`src/hw/rtl/sops_pkg.sv`:
```
// Shared types and constants for the shift-or pattern search core.
package sops_pkg;

    localparam int PATTERN_MAX_DEF   = 64;
    localparam int ALPHABET_SIZE_DEF = 128;
    localparam int ASCII_LIMIT       = 128;

    localparam int MASK_W     = 64;
    localparam int SYMBOL_W   = 8;
    localparam int COUNT_W    = 32;
    localparam int LEN_W      = 7;
    localparam int APB_ADDR_W = 3;
    localparam int APB_DATA_W = 32;

    localparam logic       CMD_TABLE_WRITE    = 1'b0;
    localparam logic       CMD_TEXT           = 1'b1;
    localparam logic       REG_PATTERN_LENGTH = 1'b0;
    localparam logic       REG_COUNT_MODE     = 1'b1;
    localparam logic [LEN_W-1:0] PATTERN_LENGTH_RST = 7'd1;

    typedef struct packed {
        logic                cmd;
        logic [SYMBOL_W-1:0] symbol;
        logic [MASK_W-1:0]   mask_value;
        logic                last_in_line;
    } t_in_item;

    typedef struct packed {
        logic               hit;
        logic [COUNT_W-1:0] line_index;
        logic [COUNT_W-1:0] occurrence_count;
    } t_out_item;

endpackage

```
`src/hw/rtl/sops_match_core.sv`:
```
// Shift-or state vector update, line tracking and saturating counters.
module sops_match_core
    import sops_pkg::*;
#(
    parameter int PATTERN_MAX = 64
) (
    input  logic                   i_clk,
    input  logic                   i_rst_n,
    input  logic                   i_adv,
    input  logic                   i_cmd,
    input  logic                   i_last,
    input  logic [PATTERN_MAX-1:0] i_mask,
    input  logic [LEN_W-1:0]       i_pattern_length,
    input  logic                   i_count_mode,
    output t_out_item              o_res
);

    localparam int              PW     = $clog2(PATTERN_MAX);
    localparam logic [LEN_W-1:0] PMAX_L = LEN_W'(PATTERN_MAX);

    logic [PATTERN_MAX-1:0] r_state_vec;
    logic                   r_line_matched;
    logic [COUNT_W-1:0]     r_line_count;
    logic [COUNT_W-1:0]     r_match_count;

    logic [PATTERN_MAX-1:0] n_state_vec;
    logic [COUNT_W-1:0]     n_match_count;
    logic [PW-1:0]          match_pos;
    logic                   is_text;
    logic                   skip;
    logic                   hit;

    always_comb begin
        if (i_pattern_length == '0) begin
            match_pos = '0;
        end else if (i_pattern_length > PMAX_L) begin
            match_pos = PW'(PATTERN_MAX - 1);
        end else begin
            match_pos = PW'(i_pattern_length - LEN_W'(1));
        end
    end

    assign is_text     = (i_cmd == CMD_TEXT);
    assign skip        = i_count_mode && r_line_matched;
    assign n_state_vec = (r_state_vec << 1) | i_mask;
    assign hit         = is_text && !skip && !n_state_vec[match_pos];
    assign n_match_count = (hit && (r_match_count != '1)) ? r_match_count + COUNT_W'(1)
                                                          : r_match_count;

    assign o_res.hit              = hit;
    assign o_res.line_index       = r_line_count;
    assign o_res.occurrence_count = n_match_count;

    always_ff @(posedge i_clk) begin
        if (!i_rst_n) begin
            r_state_vec    <= '1;
            r_line_matched <= 1'b0;
            r_line_count   <= '0;
            r_match_count  <= '0;
        end else if (i_adv && is_text) begin
            if (!skip) begin
                r_state_vec <= n_state_vec;
            end
            r_match_count <= n_match_count;
            if (i_last) begin
                r_line_matched <= 1'b0;
                if (r_line_count != '1) begin
                    r_line_count <= r_line_count + COUNT_W'(1);
                end
            end else if (hit && i_count_mode) begin
                r_line_matched <= 1'b1;
            end
        end
    end

    a_hit_only_text: assert property (@(posedge i_clk) disable iff (!i_rst_n)
        o_res.hit |-> is_text)
        else $error("hit raised for a table write item");

    a_skip_no_hit: assert property (@(posedge i_clk) disable iff (!i_rst_n)
        (i_count_mode && r_line_matched) |-> !o_res.hit)
        else $error("second match reported within one line");

    a_count_monotonic: assert property (@(posedge i_clk) disable iff (!i_rst_n)
        $past(i_rst_n) |-> r_match_count >= $past(r_match_count))
        else $error("match counter decreased");

    a_line_steady: assert property (@(posedge i_clk) disable iff (!i_rst_n)
        !(i_adv && is_text && i_last) |=> $stable(r_line_count))
        else $error("line counter moved without a line end");

endmodule

```
`config.mk`:
```
export PLATFORM = sky130hd
export DESIGN_NAME = sops_match_core
export DESIGN_NICKNAME = d
export VERILOG_FILES = /design/src/hw/rtl/sops_pkg.sv /design/src/hw/rtl/sops_match_core.sv
export SDC_FILE = /design/constraint.sdc
export NUM_CORES = 1
export LEC_CHECK = 0
export BUFFER_PORTS_ARGS = -buffer_cell sky130_fd_sc_hd__clkbuf_2
export CORE_MARGIN = 8
export CORE_UTILIZATION = 45
export CTS_CLUSTER_SIZE = 25
export DETAILED_ROUTE_END_ITERATION = 16
export PLACE_DENSITY_LB_ADDON = 0.15
export SYNTH_ARGS = -nofsm -noshare
export SYNTH_HDL_FRONTEND = slang
export SYNTH_SLANG_ARGS = --single-unit
```
`constraint.sdc`:
```
create_clock -name i_clk -period 4 [get_ports i_clk]
set_clock_uncertainty 0.15 [all_clocks]
set_input_delay 0.4 -clock i_clk [delete_from_list [all_inputs] [get_ports i_clk]]
set_output_delay 0.4 -clock i_clk [all_outputs]
set_load 0.02 [all_outputs]
```
=== Yosys cells after proc, flatten, opt, wreduce, memory -nomap -nowiden ===
Index checks and enable logic that the tools add are counted.

* Register bits after elaboration: 128
* Bits in latches: 0
* Memory bits (writable): 0
* Memory bits (read-only): 0
* Output and inout port bits: 65
* Memories kept: 0

* Add/subtract/negate cells: 3
* Multiply operators: 0
* Div/mod/pow operators: 0
* Magnitude comparators: 2
* Eq/ne operators: 2
* Shift-type cells: 0
* Mux-type cells: 7
* Bitwise logic cells: 2
* Reduce and logical (&&, ||, !) cells: 13

{| class="wikitable"
|+ Operators with widths
! kind !! count
|-
| $add 32x1->32 const B || 2
|-
| $ne 32x32->1 const B || 2
|-
| $or 64x64->64 || 1
|-
| $mux 32 || 1
|-
| $mux 6 || 2
|-
| $gt 7x7->1 const B || 1
|-
| $logic_not 7->1 || 1
|-
| $lt 6x7->1 const B || 1
|-
| $bmux 1 s6 || 1
|-
| $logic_and 1x1->1 || 6
|-
| $sub 6x1->6 const B || 1
|-
| $reduce_and 2->1 || 2
|-
| $mux 1 || 3
|-
| $reduce_and 3->1 || 1
|-
| $logic_not 1->1 || 2
|-
| $reduce_bool 2->1 || 1
|-
| $not 1->1 || 1
|}

=== Longest topological paths before layout ===
Gate-level depths: netlist of the first run.

* Depth after elaboration: 10
* Gate-level depth with buffers: 15
* Mapped depth without buffers: 11

=== Worst setup path after synthesis of the first run ===
No wires, ideal clock.

* Path type: input port to output port
* From: input i_pattern_length[0]
* To: output o_res[2] (netlist name)
* Arrival time: 3.473 ns
* Data required time: 3.450 ns
* Setup slack: -0.023 ns
* Stages: 14
* Buffers on the path: 3
* Cell sequence: inv_2 > ha_1 > or3b_1 > buf_2 > nor3_4 > a31oi_1 > or3_1 > a311o_1 > a31o_1 > and2_1 > buf_2 > buf_2 > nor4b_1 > xor2_1

{| class="wikitable"
|+ RTL lines
! element !! line !! source
|-
| start: declaration || sops_match_core.sv:13 || <nowiki>input logic [LEN_W-1:0] i_pattern_length,</nowiki>
|-
| end: declaration || sops_match_core.sv:15 || <nowiki>output t_out_item o_res</nowiki>
|}

==> results of run 1 <==
==> critical path, stage by stage <==
cell	delay, ps
buf_6	100
inv_2	60
ha_4	140
or3b_4	430
nor3_4	190
buf_6	160
o31ai_2	60
a211o_1	320
a32oi_1	200
buf_4	160
o32ai_4	130
buf_12	190
or3_4	390
mux2_4	310
buf_6	130
==> Yosys cell counts, types with 15 or more instances <==
library cell | n | area (um^2)
a21boi_0 | 17 | 128
a21boi_1 | 15 | 113
a21oi_1 | 28 | 140
and2_1 | 25 | 156
clkbuf_1 | 49 | 184
dfxtp_1 | 128 | 2560
inv_1 | 15 | 56.3
nand2_1 | 114 | 428
nand3_1 | 54 | 270
nand4_1 | 15 | 93.8
nor2_1 | 67 | 251
nor3_1 | 20 | 100
nor4_1 | 28 | 175
o211ai_1 | 44 | 330
o21ai_0 | 65 | 325
o31ai_1 | 15 | 113
or3_1 | 30 | 188
xnor2_1 | 17 | 149
xor2_1 | 38 | 333
==> per-layer routing <==
layer,up-vias,global-route usage [%],wire length [um]
met5,-,0,0
met4,0,8.71,514
met3,34,3.74,1170
met2,217,36.1,10700
met1,3601,26.9,10100
li1,3862,-,-
==> path summary, 6_finish.rpt <==
| check | endpoint | slack (ps) |
|---|---|---|
| max | o_res[1] | 70 |
| min | r_state_vec[50] | 80 |
| max reg2reg | r_match_count[12] | 730 |
| min reg2reg | r_state_vec[17] | 310 |
==> cell families (layout without fill, tap and decap cells) <==
| family | count (synthesis) | after routing | share of synthesized area [%] |
|---|---|---|---|
| AO/OA/AOI/OAI | 243 | 243 | 22.0 |
| XOR/XNOR | 56 | 56 | 6.67 |
| adder cells (fa/ha/maj) | 5 | 5 | 0.804 |
| buffers and inverters | 82 | 271 | 4.46 |
| flip-flops | 128 | 128 | 34.3 |
| multiplexers | 14 | 14 | 2.08 |
| AND/OR/NAND/NOR | 428 | 428 | 29.7 |
==> report_power, final <==
group	internal (uW)	leakage (uW)	switching [uW]
clock network	996	0.000278	598
registers	1320	0.00104	26.8
logic	234	0.00277	299
==> sequential cells by signal, indices dropped and copies added, names as in the netlist <==
register / cells
r_line_count: 32
r_line_matched: 1
r_match_count: 32
r_state_vec: 63
==> cells in the final DEF, fill, tap and decap left out, types with 11 or more instances in the layout <==
cell         n
a21oi_1     27
mux2i_1     11
dfxtp_1    128
a21boi_0    16
or3_1       29
nand2b_1    12
nor2_1      66
buf_4       75
o211ai_1    44
nor3_1      19
a21boi_1    16
nor4_1      20
xor2_1      38
xnor2_1     17
clkbuf_2   131
nand3_1     52
o21ai_0     64
nand2_1    113
inv_1       14
o31ai_1     14
and2_1      24
clkbuf_16   18
nand4_1     15
or4_1       14
==> timing repair <==
item	CTS	global route
setup endpoints to repair	23	32
pin swaps	1	6
resized for setup	13	44
cloned	0	1
setup buffers	0	5
==> final cells by class <==
type                    instances  area share (%)
multi-input cells             746            49.2
clock inverters                12            1.64
flip-flops and latches        128            26.4
clock buffers                  19            4.56
well taps                     220            2.83
repair buffers                224            14.8
inverters                      16           0.644
==> metrics by stage <==
stage	utilization [%]	hold WS [ps]	cells	setup WS, ps	total power [uW]
after floorplan	-	291	956	-23.4	1640
after global placement	53.7	298	1328	-124	1850
after detailed placement	53.7	307	1328	-145	1850
after CTS	57.7	69.9	1359	7.08	3460
after global routing	59.2	97.1	1365	-22.2	3610
final	59.2	80.3	1365	71.9	3470
==> metrics.md, run 1 <==
| Metric | Value |
|---|---|
| Area of the multi-input gates | `4770 um^2` |
| Layout area overhead | `30.0%` |
| Routed Antenna Nets | `0` |
| Core Region | `16400 um^2` |
| Post-synth ARST share | `0%` |
| CP Class | `in -> out` |
| Final WL | `22.5 mm` |
| DR vias | `7714` |
| Setup TNS | `0 ps` |
| Slew margin rel. | `26.9%` |
| Hold path start | `i_mask[50]` |
| Ant diodes | `0` |
| Syn_nets | `1037` |
| Hold Crit Class | `in -> reg` |
| Worst-Margin Slew | `1100 ps` |
| Routability cong. | `0.924` |
| Crit start category | `input pin` |
| Post-DP HPWL | `16.2 mm` |
| Status | `finished clean` |
| Row cnt | `47` |
| Cells after Synth | `956` |
| Fillcell total | `1520` |
| Critical Path AT | `3380 ps` |
| PortBufs | `141` |
| Clock Tree Root | `clkbuf_16` |
| Fmax | `0.255 GHz` |
| Reg2reg start | `r_state_vec[53]` |
| Lkg Pwr | `0.00409 uW` |
| Crit path from | `i_pattern_length[0]` |
| Clk pin slew, worst setup/hold paths | `60 ps` |
| Pre-antenna DRT Iters | `5` |
| Initial antenna violation count | `0` |
| CTS max path bufs | `2` |
| Hold-fix buffers at CTS | `0` |
| Unrepaired setup endpoints after global routing | `true` |
| Largest net degree at the start of global routing | `116` |
| Max Slew Vio Count | `0` |
| Maxcap violations | `0` |
| Minimum clock period after layout | `3930 ps` |
| Final net count | `1214` |
| H-tree levels | `4` |
| TritonCTS Buffers | `17` |
| Vias in the first global route | `7397` |
| Post-synthesis cell type count | `74` |
| PD cells | `358 nW/um^2` |
| First-pass GRT wire length | `36.5 mm` |
| Finish-stage setup viols | `0` |
| Die extent in x | `145 um` |
| Final Hold Fails | `0` |
| Post-synth EDFFs | `0` |
| CP Max Fanout | `7` |
| Worst vdd rail ir drop | `0.297 mV` |
| Total track usage | `21.6%` |
| Setup crit end kind | `output pin` |
| Die ar. | `21000 um^2` |
| Via/cell ratio | `5.65` |
| Clk sink count | `128` |
| Aggregate global routing overflow | `0` |
| Netlist Area Pre-Place | `7470 um^2` |
| Worst R2R Path Depth | `12` |
| Starting Density | `45.5%` |
| Yosys reg bits | `128` |
| Post-route clock period utilization | `98.2%` |
| Sequential Area | `2560 um^2` |
| Latest clock arrival within the worst-skew pair | `420 ps` |
| Top-level I/O count | `142` |
| DRC errors left | `0` |
| Avg Cell Area, Syn | `7.81 um^2` |
| Share of cells above drive strength 1 | `26.4%` |
| Die Height | `145 um` |
| Hold Path Depth | `3` |
| Final instance area | `9710 um^2` |
| Yosys warns | `0` |
| DR WL/cell | `16.5 um` |
| Top FF cell, synth | `dfxtp_1` |
| Dpl cell area | `8810 um^2` |
| Worst EP required | `3450 ps` |
| Initial drt markers | `580` |
| CTS tree | `yes` |
| Sequential share of the synthesized area | `34.3%` |
(Power assumes the default switching activity.)
==> inputs of run 2 (changes only) <==
--- a/config.mk
+++ b/config.mk
@@ -7,7 +7,7 @@
 export LEC_CHECK = 0
 export BUFFER_PORTS_ARGS = -buffer_cell sky130_fd_sc_hd__clkbuf_2
 export CORE_MARGIN = 8
-export CORE_UTILIZATION = 45
+export CORE_UTILIZATION = 51
 export CTS_CLUSTER_SIZE = 25
 export DETAILED_ROUTE_END_ITERATION = 16
 export PLACE_DENSITY_LB_ADDON = 0.15
==> metrics.md, run 2 (synthesis results as in run 1) <==
| Metric | Value |
|---|---|
| Slew margin rel. | `38.3%` |
| Sw power | `1030 uW` |
| Power Internal | `2390 uW` |
| Final Hold Fails | `0` |
| Setup crit end kind | `output pin` |
| Worst EP required | `3450 ps` |
| Post-DP HPWL | `15.8 mm` |
| Hold path endpoint | `r_state_vec[3]` |
| Initial drt markers | `670` |
| Commonest non-fill, non-tap cell in the layout | `dfxtp_1` |
| Switching fraction of total power | `30.1%` |
| First-pass GRT wire length | `36.5 mm` |
| Ant diodes | `0` |
| Sequential power share | `39.4%` |
| DRC errors left | `0` |
| Hold Path Depth | `3` |
| Post-Place Worst Slack | `-254 ps` |
| DR WL/cell | `17.9 um` |
| Setup TNS | `0 ps` |
| Min setup slack post-route | `4.90 ps` |
| Layout area overhead | `35.4%` |
| Die extent in x | `137 um` |
| Status | `finished clean` |
| Minimum clock period after layout | `4000 ps` |
| Via/cell ratio | `6.00` |
| Clock Tree Root | `clkbuf_16` |
| Crit start category | `input pin` |
| Fillcell total | `1129` |
| CP Max Fanout | `6` |
| Share of cells above drive strength 1 | `29.7%` |
| Most frequent cells in the layout | `dfxtp_1 (127), clkbuf_2 (117), nand2_1 (113)` |
| Maxcap violations | `0` |
| Comb pwr share | `17.8%` |
| Die Height | `137 um` |
| Initial antenna violation count | `0` |
| Max FFs per register | `63` |
| Post-route clock period utilization | `99.9%` |
| Vias in the first global route | `7353` |
| CP Class | `in -> out` |
| Internal reg-to-reg setup slack | `770 ps` |
| Worst-Margin Slew | `926 ps` |
| Reg2reg start | `r_state_vec[53]` |
| DR vias | `8011` |
| Largest net degree at the start of global routing | `102` |
| Finish-stage setup viols | `0` |
| Core Region | `14400 um^2` |
| Critical Path AT | `3450 ps` |
| CTS max path bufs | `2` |
| Fin util | `70.1%` |
| Aggregate global routing overflow | `0` |
| Area of the multi-input gates | `5120 um^2` |
| Unrepaired setup endpoints after global routing | `true` |
| Clock power frac | `42.8%` |
| Worst R2R Path Depth | `11` |
| TritonCTS Buffers | `17` |
| PD cells | `338 nW/um^2` |
| Hold path start | `i_mask[3]` |
| Latest clock arrival within the worst-skew pair | `430 ps` |
| Routability cong. | `0.954` |
| CTS tree | `yes` |
| Top-level I/O count | `142` |
| Sequential Area | `2560 um^2` |
| Top flop regs | `r_state_vec: 63 flops, r_line_count: 32 flops, r_match_count: 32 flops` |
| H-tree levels | `4` |
| Tot Pwr | `3420 uW` |
| Starting Density | `51.8%` |
| Hold Crit Class | `in -> reg` |
| Worst vdd rail ir drop | `0.389 mV` |
| PortBufs | `141` |
| Clk sink count | `128` |
| Die ar. | `18800 um^2` |
| Hold-fix buffers at CTS | `0` |
| Total track usage | `23.8%` |
| Final net count | `1220` |
| Row cnt | `44` |
| Largest reg by FF count | `r_state_vec` |
| Fmax | `0.250 GHz` |
| Max Slew Vio Count | `0` |
| Final WL | `23.9 mm` |
| Routed Antenna Nets | `0` |
| Worst flop-to-flop path endpoint | `r_match_count[19]` |
| Lkg Pwr | `0.00418 uW` |
| Clk pin slew, worst setup/hold paths | `60 ps` |
| Pre-antenna DRT Iters | `5` |
-- run 2: cell count changes in the layout (fill, tap and decap cells not counted), sizes merged --
| cell | previous run | this run |
|---|---|---|
| and2 | 25 | 26 |
| buf | 92 | 107 |
| bufinv | 3 | 0 |
| clkbuf | 151 | 139 |
| clkinv | 2 | 3 |
| inv | 18 | 23 |
-- run 2: how the worst max path moves through the flow --
stage / to / start / depth (start not counted)
after floorplan: o_res[2] / i_pattern_length[0] / 14
after global placement: o_res[30] / i_pattern_length[1] / 15
after detailed placement: o_res[14] / i_pattern_length[1] / 15
after CTS: o_res[1] / i_pattern_length[0] / 16
after global routing: o_res[20] / i_pattern_length[0] / 15
final: o_res[20] / i_pattern_length[0] / 15
-- run 2: metal layers --
layer  wire [um]  track usage [%]  up-vias
met1       10100             29.9     3777
met5           0                0        -
met3        1590             5.62       39
met2       11800             39.1      312
met4         393             7.79        0
li1            -                -     3883
-- run 2: stage by stage --
stage               area, um^2  std cells  hold slack, ps
floorplan                 7470        956             291
global placement          8690       1283             301
detailed placement        8690       1283             307
CTS                       9380       1317            71.3
global route             10100       1336            89.1
finish                   10100       1336            76.8
-- run 2: repair_timing --
action / in CTS / in global routing
gates cloned: 0 / 6
setup endpoints to repair: 32 / 32
resized for setup: 23 / 120
pin swaps: 4 / 16
buffers inserted: 2 / 14
-- run 2: critical path, cell delays in order --
cell     delay [ps]
buf_8           100
inv_6            50
ha_4            130
or3b_4          410
buf_6           150
nor3_4          130
a31oi_1          60
or3_1           360
a311o_1         270
a31o_1          230
and2_4          240
buf_12          160
nor4_4          330
xor2_1          240
buf_4           180
-- run 2: power by group through the flow --
stage          Combinational, uW  Sequential, uW  Clock [uW]
2_1_floorplan                271            1370           0
3_3_place_gp                 451            1370           0
5_1_grt                      655            1350        1530
6_report                     610            1350        1460
3_5_place_dp                 453            1370           0
4_1_cts                      474            1350        1480
-- run 2: final cells by class --
cell class / instances / area share [%]
multi-input cells: 747 / 50.7
flip-flops and latches: 128 / 25.3
repair buffers: 229 / 15.6
clock buffers: 17 / 4.21
well taps: 184 / 2.28
clock inverters: 15 / 1.25
inverters: 16 / 0.668
